### src/rtl/core/sha1_pkg.sv
// sha1 package: state type, round constants, initial chaining values
// and the round function helpers shared by the sha1 stream hash files
// depends on nothing
`default_nettype none

package sha1_pkg;

   localparam int unsigned ROUNDS      = 80;
   localparam int unsigned BLOCK_BYTES = 64;
   localparam int unsigned BLOCK_BITS  = BLOCK_BYTES * 8;
   localparam int unsigned NUM_WORDS   = 5;
   localparam int unsigned COUNT_W     = 61;
   localparam int unsigned ROUND_W     = $clog2(ROUNDS);
   localparam int unsigned POS_W       = $clog2(BLOCK_BYTES);

   localparam logic [2:0] LAST_IDX = 3'(NUM_WORDS - 1);
   localparam logic [7:0] PAD_BYTE = 8'h80;

   localparam logic [31:0] K_0 = 32'h5A827999;
   localparam logic [31:0] K_1 = 32'h6ED9EBA1;
   localparam logic [31:0] K_2 = 32'h8F1BBCDC;
   localparam logic [31:0] K_3 = 32'hCA62C1D6;

   localparam logic [31:0] H_INIT [NUM_WORDS] = '{
      32'h67452301, 32'hEFCDAB89, 32'h98BADCFE, 32'h10325476, 32'hC3D2E1F0
   };

   typedef enum logic [2:0] {
      ST_IDLE,
      ST_ROUND,
      ST_ADD,
      ST_PAD,
      ST_OUT
   } sha1_state_type;

   function automatic logic [31:0] sha1_f(input logic [ROUND_W-1:0] rnd,
                                          input logic [31:0] b,
                                          input logic [31:0] c,
                                          input logic [31:0] d);
      if (rnd < ROUND_W'(20)) begin
         return (b & c) | (~b & d);
      end else if (rnd < ROUND_W'(40)) begin
         return b ^ c ^ d;
      end else if (rnd < ROUND_W'(60)) begin
         return (b & c) | (b & d) | (c & d);
      end else begin
         return b ^ c ^ d;
      end
   endfunction

   function automatic logic [31:0] sha1_k(input logic [ROUND_W-1:0] rnd);
      if (rnd < ROUND_W'(20)) begin
         return K_0;
      end else if (rnd < ROUND_W'(40)) begin
         return K_1;
      end else if (rnd < ROUND_W'(60)) begin
         return K_2;
      end else begin
         return K_3;
      end
   endfunction

endpackage

`default_nettype wire

### src/rtl/core/sha1_if.sv
// sha1 channel interfaces: byte request channel and digest word response
// channel, each with valid/ready and a source and sink modport
// depends on nothing
`default_nettype none

interface sha1_req_if;
   logic       valid;
   logic       ready;
   logic [7:0] data_byte;
   logic       has_byte;
   logic       finish;

   modport source(output valid, output data_byte, output has_byte, output finish,
                  input ready);
   modport sink(input valid, input data_byte, input has_byte, input finish,
                output ready);
endinterface

interface sha1_rsp_if;
   logic        valid;
   logic        ready;
   logic [31:0] digest_word;
   logic [2:0]  word_index;
   logic        last_word;

   modport source(output valid, output digest_word, output word_index,
                  output last_word, input ready);
   modport sink(input valid, input digest_word, input word_index,
                input last_word, output ready);
endinterface

`default_nettype wire

### src/rtl/core/sha1_stream_hash.sv
// sha1 stream hash top level: byte fill, padding sequencer and one shared
// round unit iterated 80 times per block
// depends on sha1_pkg and sha1_if
//
// channel    dir  payload                              item
// req_chan   in   data_byte, has_byte, finish          one message byte
// rsp_chan   out  digest_word, word_index, last_word   one digest word
//
// a message byte is taken in idle; the 64th byte of a block starts its
// compression (80 rounds of the single round unit, one per cycle, then the
// chaining add); finish pads one byte per cycle up to the block end,
// compresses once or twice, then offers five digest words
// req_chan.ready is low while a block compresses, and from a finish until
// the last digest word is taken; a stalled rsp_chan holds its word
// reset is synchronous; chaining words return to their initial values
`default_nettype none

module sha1_stream_hash
   import sha1_pkg::*;
(
   input  wire logic   clock,
   input  wire logic   reset,
   sha1_req_if.sink    req_chan,
   sha1_rsp_if.source  rsp_chan
);

   sha1_state_type state_ff, state_in;

   logic [BLOCK_BITS-1:0] w_ff, w_in;
   logic [POS_W-1:0]      pos_ff, pos_in;
   logic [COUNT_W-1:0]    count_ff, count_in;
   logic [ROUND_W-1:0]    round_ff, round_in;
   logic [2:0]            idx_ff, idx_in;
   logic [31:0]           a_ff, b_ff, c_ff, d_ff, e_ff;
   logic [31:0]           a_in, b_in, c_in, d_in, e_in;
   logic [31:0]           h_ff [NUM_WORDS];
   logic [31:0]           h_in [NUM_WORDS];
   logic                  fin_ff, fin_in;
   logic                  first_ff, first_in;
   logic                  zfill_ff, zfill_in;
   logic                  lendone_ff, lendone_in;

   logic [31:0] w0, w2, w8, w13, w_new, t_sum;
   logic [63:0] len_bits, len_shift;
   logic [7:0]  pad_byte;
   logic        go_round;

   assign w0  = w_ff[BLOCK_BITS-1 -: 32];
   assign w2  = w_ff[BLOCK_BITS-1-2*32 -: 32];
   assign w8  = w_ff[BLOCK_BITS-1-8*32 -: 32];
   assign w13 = w_ff[BLOCK_BITS-1-13*32 -: 32];

   always_ff @(posedge clock) begin
      if (reset) begin
         state_ff   <= ST_IDLE;
         pos_ff     <= '0;
         count_ff   <= '0;
         round_ff   <= '0;
         idx_ff     <= '0;
         fin_ff     <= 1'b0;
         first_ff   <= 1'b0;
         zfill_ff   <= 1'b0;
         lendone_ff <= 1'b0;
         h_ff       <= H_INIT;
      end else begin
         state_ff   <= state_in;
         pos_ff     <= pos_in;
         count_ff   <= count_in;
         round_ff   <= round_in;
         idx_ff     <= idx_in;
         fin_ff     <= fin_in;
         first_ff   <= first_in;
         zfill_ff   <= zfill_in;
         lendone_ff <= lendone_in;
         h_ff       <= h_in;
      end
   end

   always_ff @(posedge clock) begin
      w_ff <= w_in;
      a_ff <= a_in;
      b_ff <= b_in;
      c_ff <= c_in;
      d_ff <= d_in;
      e_ff <= e_in;
   end

   always_comb begin
      state_in   = state_ff;
      w_in       = w_ff;
      pos_in     = pos_ff;
      count_in   = count_ff;
      round_in   = round_ff;
      idx_in     = idx_ff;
      fin_in     = fin_ff;
      first_in   = first_ff;
      zfill_in   = zfill_ff;
      lendone_in = lendone_ff;
      h_in       = h_ff;
      a_in       = a_ff;
      b_in       = b_ff;
      c_in       = c_ff;
      d_in       = d_ff;
      e_in       = e_ff;
      go_round   = 1'b0;

      req_chan.ready       = 1'b0;
      rsp_chan.valid       = 1'b0;
      rsp_chan.digest_word = h_ff[idx_ff];
      rsp_chan.word_index  = idx_ff;
      rsp_chan.last_word   = (idx_ff == LAST_IDX);

      w_new = {w13 ^ w8 ^ w2 ^ w0};
      w_new = {w_new[30:0], w_new[31]};
      t_sum = {a_ff[26:0], a_ff[31:27]} + sha1_f(round_ff, b_ff, c_ff, d_ff)
              + e_ff + sha1_k(round_ff) + w0;

      len_bits  = {count_ff, 3'b000};
      len_shift = len_bits >> {~pos_ff[2:0], 3'b000};
      if (first_ff) begin
         pad_byte = PAD_BYTE;
      end else if (!zfill_ff && (pos_ff[POS_W-1:3] == '1)) begin
         pad_byte = len_shift[7:0];
      end else begin
         pad_byte = '0;
      end

      unique case (state_ff)
         ST_IDLE: begin
            req_chan.ready = 1'b1;
            if (req_chan.valid) begin
               fin_in     = req_chan.finish;
               first_in   = req_chan.finish;
               zfill_in   = 1'b0;
               lendone_in = 1'b0;
               if (req_chan.has_byte) begin
                  w_in     = {w_ff[BLOCK_BITS-9:0], req_chan.data_byte};
                  pos_in   = pos_ff + 1'b1;
                  count_in = count_ff + 1'b1;
               end
               if (req_chan.has_byte && (pos_ff == '1)) begin
                  go_round = 1'b1;
               end else if (req_chan.finish) begin
                  state_in = ST_PAD;
               end
            end
         end
         ST_PAD: begin
            w_in   = {w_ff[BLOCK_BITS-9:0], pad_byte};
            pos_in = pos_ff + 1'b1;
            if (first_ff) begin
               first_in = 1'b0;
               zfill_in = (pos_ff[POS_W-1:3] == '1);
            end
            if (!first_ff && !zfill_ff && (pos_ff == '1)) begin
               lendone_in = 1'b1;
            end
            if (pos_ff == '1) begin
               go_round = 1'b1;
            end
         end
         ST_ROUND: begin
            a_in     = t_sum;
            b_in     = a_ff;
            c_in     = {b_ff[1:0], b_ff[31:2]};
            d_in     = c_ff;
            e_in     = d_ff;
            w_in     = {w_ff[BLOCK_BITS-33:0], w_new};
            round_in = round_ff + 1'b1;
            if (round_ff == ROUND_W'(ROUNDS - 1)) begin
               state_in = ST_ADD;
            end
         end
         ST_ADD: begin
            h_in[0]  = h_ff[0] + a_ff;
            h_in[1]  = h_ff[1] + b_ff;
            h_in[2]  = h_ff[2] + c_ff;
            h_in[3]  = h_ff[3] + d_ff;
            h_in[4]  = h_ff[4] + e_ff;
            zfill_in = 1'b0;
            if (!fin_ff) begin
               state_in = ST_IDLE;
            end else if (lendone_ff) begin
               idx_in   = '0;
               state_in = ST_OUT;
            end else begin
               state_in = ST_PAD;
            end
         end
         ST_OUT: begin
            rsp_chan.valid = 1'b1;
            if (rsp_chan.ready) begin
               if (idx_ff == LAST_IDX) begin
                  h_in       = H_INIT;
                  count_in   = '0;
                  fin_in     = 1'b0;
                  lendone_in = 1'b0;
                  idx_in     = '0;
                  state_in   = ST_IDLE;
               end else begin
                  idx_in = idx_ff + 1'b1;
               end
            end
         end
         default: begin
            state_in = ST_IDLE;
         end
      endcase

      if (go_round) begin
         state_in = ST_ROUND;
         round_in = '0;
         a_in     = h_ff[0];
         b_in     = h_ff[1];
         c_in     = h_ff[2];
         d_in     = h_ff[3];
         e_in     = h_ff[4];
      end
   end

endmodule

`default_nettype wire

### src/flat_wrapper.sv
// flat-port wrapper written by rule: the top's interface ports become plain ports
module sha1_stream_hash_flat import sha1_pkg::*;
  (clock, reset, req_chan_valid, req_chan_data_byte, req_chan_has_byte, req_chan_finish, req_chan_ready, rsp_chan_valid, rsp_chan_digest_word, rsp_chan_word_index, rsp_chan_last_word, rsp_chan_ready);
  sha1_req_if req_chan_i ();
  sha1_rsp_if rsp_chan_i ();
  input  wire logic clock;
  input  wire logic reset;
  input wire logic [$bits(req_chan_i.valid)-1:0] req_chan_valid;
  input wire logic [$bits(req_chan_i.data_byte)-1:0] req_chan_data_byte;
  input wire logic [$bits(req_chan_i.has_byte)-1:0] req_chan_has_byte;
  input wire logic [$bits(req_chan_i.finish)-1:0] req_chan_finish;
  output wire logic [$bits(req_chan_i.ready)-1:0] req_chan_ready;
  output wire logic [$bits(rsp_chan_i.valid)-1:0] rsp_chan_valid;
  output wire logic [$bits(rsp_chan_i.digest_word)-1:0] rsp_chan_digest_word;
  output wire logic [$bits(rsp_chan_i.word_index)-1:0] rsp_chan_word_index;
  output wire logic [$bits(rsp_chan_i.last_word)-1:0] rsp_chan_last_word;
  input wire logic [$bits(rsp_chan_i.ready)-1:0] rsp_chan_ready;
  assign req_chan_i.valid = req_chan_valid;
  assign req_chan_i.data_byte = req_chan_data_byte;
  assign req_chan_i.has_byte = req_chan_has_byte;
  assign req_chan_i.finish = req_chan_finish;
  assign req_chan_ready = req_chan_i.ready;
  assign rsp_chan_valid = rsp_chan_i.valid;
  assign rsp_chan_digest_word = rsp_chan_i.digest_word;
  assign rsp_chan_word_index = rsp_chan_i.word_index;
  assign rsp_chan_last_word = rsp_chan_i.last_word;
  assign rsp_chan_i.ready = rsp_chan_ready;
  sha1_stream_hash u_core (.clock(clock), .reset(reset), .req_chan(req_chan_i), .rsp_chan(rsp_chan_i));
endmodule
### config.mk
export PLATFORM = sky130hd
export DESIGN_NAME = sha1_stream_hash_flat
export DESIGN_NICKNAME = d
export VERILOG_FILES = /design/src/rtl/core/sha1_pkg.sv /design/src/rtl/core/sha1_if.sv /design/src/rtl/core/sha1_stream_hash.sv /design/src/flat_wrapper.sv
export SDC_FILE = /design/constraint.sdc
export NUM_CORES = 2
export LEC_CHECK = 0
export ABC_CLOCK_PERIOD_IN_PS = 37800
export BUFFER_PORTS_ARGS = -buffer_cell sky130_fd_sc_hd__buf_2
export CORE_ASPECT_RATIO = 1.4
export CORE_MARGIN = 2
export CORE_UTILIZATION = 35
export CTS_BUF_LIST = sky130_fd_sc_hd__clkbuf_16
export CTS_CLUSTER_SIZE = 14
export DETAILED_ROUTE_END_ITERATION = 12
export HOLD_SLACK_MARGIN = 0.03
export PLACE_DENSITY_LB_ADDON = 0.05
export SYNTH_ARGS = -nofsm -noshare
export SYNTH_HDL_FRONTEND = slang
export SYNTH_SLANG_ARGS = --single-unit
### constraint.sdc
create_clock -name clock -period 37.8 [get_ports clock]
set_input_delay 3.78 -clock clock [delete_from_list [all_inputs] [get_ports clock]]
set_output_delay 3.78 -clock clock [all_outputs]
set_load 0.02 [all_outputs]
==> flow_metrics.py <==
metrics = {
    "power": {
        "p_leak_nw": 24.1,
        "total_power_mw": 5.46,
        "p_per_area_mw_per_mm2": 93.8,
        "vdd_drop_max_uv": 51.4,
    },
    "drt": {
        "avgRoutedWirePerCell_um": 21.9,
        "drtAntennaViolNets": 0,
        "vias": 39600,
        "drt_iter0_markers": 2681,
        "drt_wl_total_um": 168000,
        "drc": 0,
        "drt_pre_antenna_iters": 5,
        "avgViaCountPerCell": 5.14,
    },
    "timing": {
        "min_period_ns": 7.83,
        "fin_skew_ns": 0.0251,
        "worst_pin_slew_ns": 1.09,
        "postLayoutSetupSlackWorst_ns": 29.97,
        "max_freq_mhz": 128,
        "slew_headroom_pct": 27.3,
        "slew_violations": 0,
        "period_share_pct": 20.7,
        "rsz0062_at_grt": "no",
        "whs_ns": 0.478,
        "hold_viol_final": 0,
        "fin_tns_setup_ns": 0,
        "setup_viol": 0,
    },
    "placement": {
        "placed_area_mm2": 0.0550,
        "dpl.hpwl_um": 118000,
        "io_buffers": 51,
        "place_congestion": 0.866,
        "post-place-cells": 7507,
        "dp_slack_ns": 29.14,
    },
    "grt": {
        "grt_overflow": 0,
        "grt_max_degree": 219,
        "grtUsageTotal_pct": 21.7,
        "grt_pass1_vias": 40500,
        "antenna_found_initial": 8,
        "grt_pass1_wl_um": 255000,
    },
    "cells_and_area": {
        "postLayoutCellArea_mm2": 0.0582,
        "fill_cells": 15200,
        "layout.nets": 6019,
        "synthToLayoutAreaGrowth_pct": 10.3,
        "finish.utilization_pct": 38.9,
        "final_cell_count_no_fill": 7699,
        "drive_above_1_share_pct": 5.97,
    },
    "logic_synthesis": {
        "synth_area_mm2": 0.0528,
        "synth_top_cells_by_count": "1985 x nand2_1, 672 x edfxtp_1, 316 x nor2_1, 252 x inv_1, 244 x dfxtp_1",
        "async_flop_share_pct": 0,
        "synth_warnings": 0,
        "synth_seq_area_share_pct": 47.5,
        "post-synth-top-count-cell": "nand2_1",
        "netlist.area_leader.share_pct": 38.2,
        "synth_cell_types": 91,
        "syn_nets": 6064,
        "synth.avg_cell_area_um2": 9.26,
        "synth_cells": 5701,
        "synth_area_leader_cell": "edfxtp_1",
        "ys_top_cells_by_area": "edfxtp_1 38%, nand2_1 14%, dfxtp_1 9.3%",
        "ys_ff_latch": 916,
        "synth_edf_count": 672,
        "ys.flop_type": "edfxtp_1",
    },
    "clock_tree": {
        "clock-root-buffer": "clkbuf_16",
        "worstSkewPairLatency_ns": 0.74,
        "numCtsBuffers": 102,
        "clock-sinks": 916,
        "clk_pin_slew_worst_paths_ns": 0.06,
        "cts_resized": 0,
        "htreeDepth": 3,
        "cts_buffer_depth": 3,
        "cts_tree": "built",
        "cts_setup_buffers": 0,
        "hold_buffers": 0,
    },
    "run_status": {
        "status": "complete, no violations",
    },
    "floorplan": {
        "die_area_mm2": 0.154,
        "die_h_um": 463,
        "core_mm2": 0.150,
        "start_util_pct": 35.3,
        "rows": 168,
        "ios": 52,
        "die_width_um": 332,
    },
    "setup_path": {
        "crit_path_end_kind": "flop",
        "cp_max_fo": 78,
        "critPathRequiredTime_ns": 38.14,
        "crit_start": "req_chan_valid",
        "reg2reg_from": "u_core.round_ff[2]",
        "r2r_cells": 27,
        "r2r_end": "u_core.a_ff[31]",
        "start_kind": "input port",
        "r2r_slack_ns": 30.50,
        "critPathArrivalTime_ns": 8.17,
        "critPathKind": "in -> reg",
    },
    "min_path": {
        "holdPathEnd": "u_core.round_ff[1]",
        "holdPathStages": 2,
        "hold_path.startpoint": "u_core.round_ff[1]",
        "hp-class": "reg -> reg",
    },
    "job": {
        "drv_cap": 0,
    },
}
-- placed cells by master (no fill, tap or decap), types with 32 or more instances in the layout --
| cell type | netlist | routed |
|---|---|---|
| a21o_1 | 76 | 76 |
| a21oi_1 | 213 | 212 |
| a22oi_1 | 54 | 54 |
| and3_1 | 32 | 32 |
| buf_2 | 15 | 50 |
| buf_4 | 2 | 51 |
| clkbuf_16 | 0 | 104 |
| dfxtp_1 | 244 | 242 |
| edfxtp_1 | 672 | 672 |
| fa_1 | 124 | 124 |
| ha_1 | 225 | 225 |
| inv_1 | 252 | 272 |
| mux4_2 | 45 | 45 |
| nand2_1 | 1985 | 1981 |
| nand2b_1 | 73 | 70 |
| nand3_1 | 64 | 64 |
| nor2_1 | 316 | 312 |
| nor2b_1 | 49 | 49 |
| nor3_1 | 44 | 43 |
| o21ai_0 | 236 | 236 |
| o21bai_1 | 33 | 33 |
| o22ai_1 | 46 | 46 |
| or3_1 | 33 | 33 |
| xnor2_1 | 199 | 199 |
| xor2_1 | 109 | 109 |
-- worst max path at each step --
stage	endpoint	slack, ns	depth (start not counted)
5_1_grt	u_core.w_ff[71]	29.60	7
4_1_cts	u_core.w_ff[468]	29.94	7
2_1_floorplan	u_core.w_ff[0]	22.06	2
3_5_place_dp	u_core.w_ff[62]	29.14	7
6_report	u_core.w_ff[79]	29.97	7
3_3_place_gp	u_core.w_ff[38]	29.10	7
-- layout make-up --
type                            instances  area, µm²  share of cell area, %
Antenna cell                            1       2.50                0.00430
Clock buffer                          104       2600                   4.47
Clock inverter                         87        567                  0.974
Inverter                              252        946                   1.63
Multi-Input combinational cell       4281      25900                   44.5
Sequential cell                       916      25100                   43.1
Tap cell                             1955       2450                   4.20
Timing Repair Buffer                  103        673                   1.16
-- critical path, cell delays in order --
cell and delay (ns):
buf_2 0.21, nand3_1 0.17, nand2_4 0.38, buf_4 0.78, buf_4 0.89, buf_4 0.79
buf_4 0.87
-- power breakdown --
group / switching [mW] / internal [mW]
Combinational: 1.60 / 1.04
Sequential: 0.278 / 1.57
Clock: 0.449 / 0.528
Total: 2.33 / 3.14
-- kinds of logic (layout without fill, tap and decap cells) --
logic type	count (synthesis)	count (layout)	share of synthesized area, %
simple gates	2685	2685	20.9
flops	916	916	47.5
compound gates	872	872	10.5
buf+inv	504	546	3.63
fa+ha+maj	349	349	10.0
xor+xnor	308	308	5.11
mux	67	67	2.34
other cells	0	1	0
-- flip-flops by register name, indices dropped and copies added (netlist names), 3 cells and up --
name / count
u_core.e_ff: 32
u_core.h_ff: 160
u_core.w_ff: 512
u_core.pos_ff: 6
u_core.c_ff: 32
u_core.round_ff: 7
u_core.count_ff: 61
u_core.state_ff: 3
u_core.b_ff: 32
u_core.rsp_chan.word_index: 3
u_core.d_ff: 32
u_core.a_ff: 32
-- per-layer routing --
layer,vias up,global-route usage (%),routed length [µm],share of wire [%]
li1,19300,-,-,-
met1,19400,26.5,70800,42
met2,620,39.4,86500,51
met3,209,2.18,5120,3.0
met4,4,7.93,5840,3.5
met5,-,0,28,0.017
No activity file was read; power rests on OpenSTA's default activity.
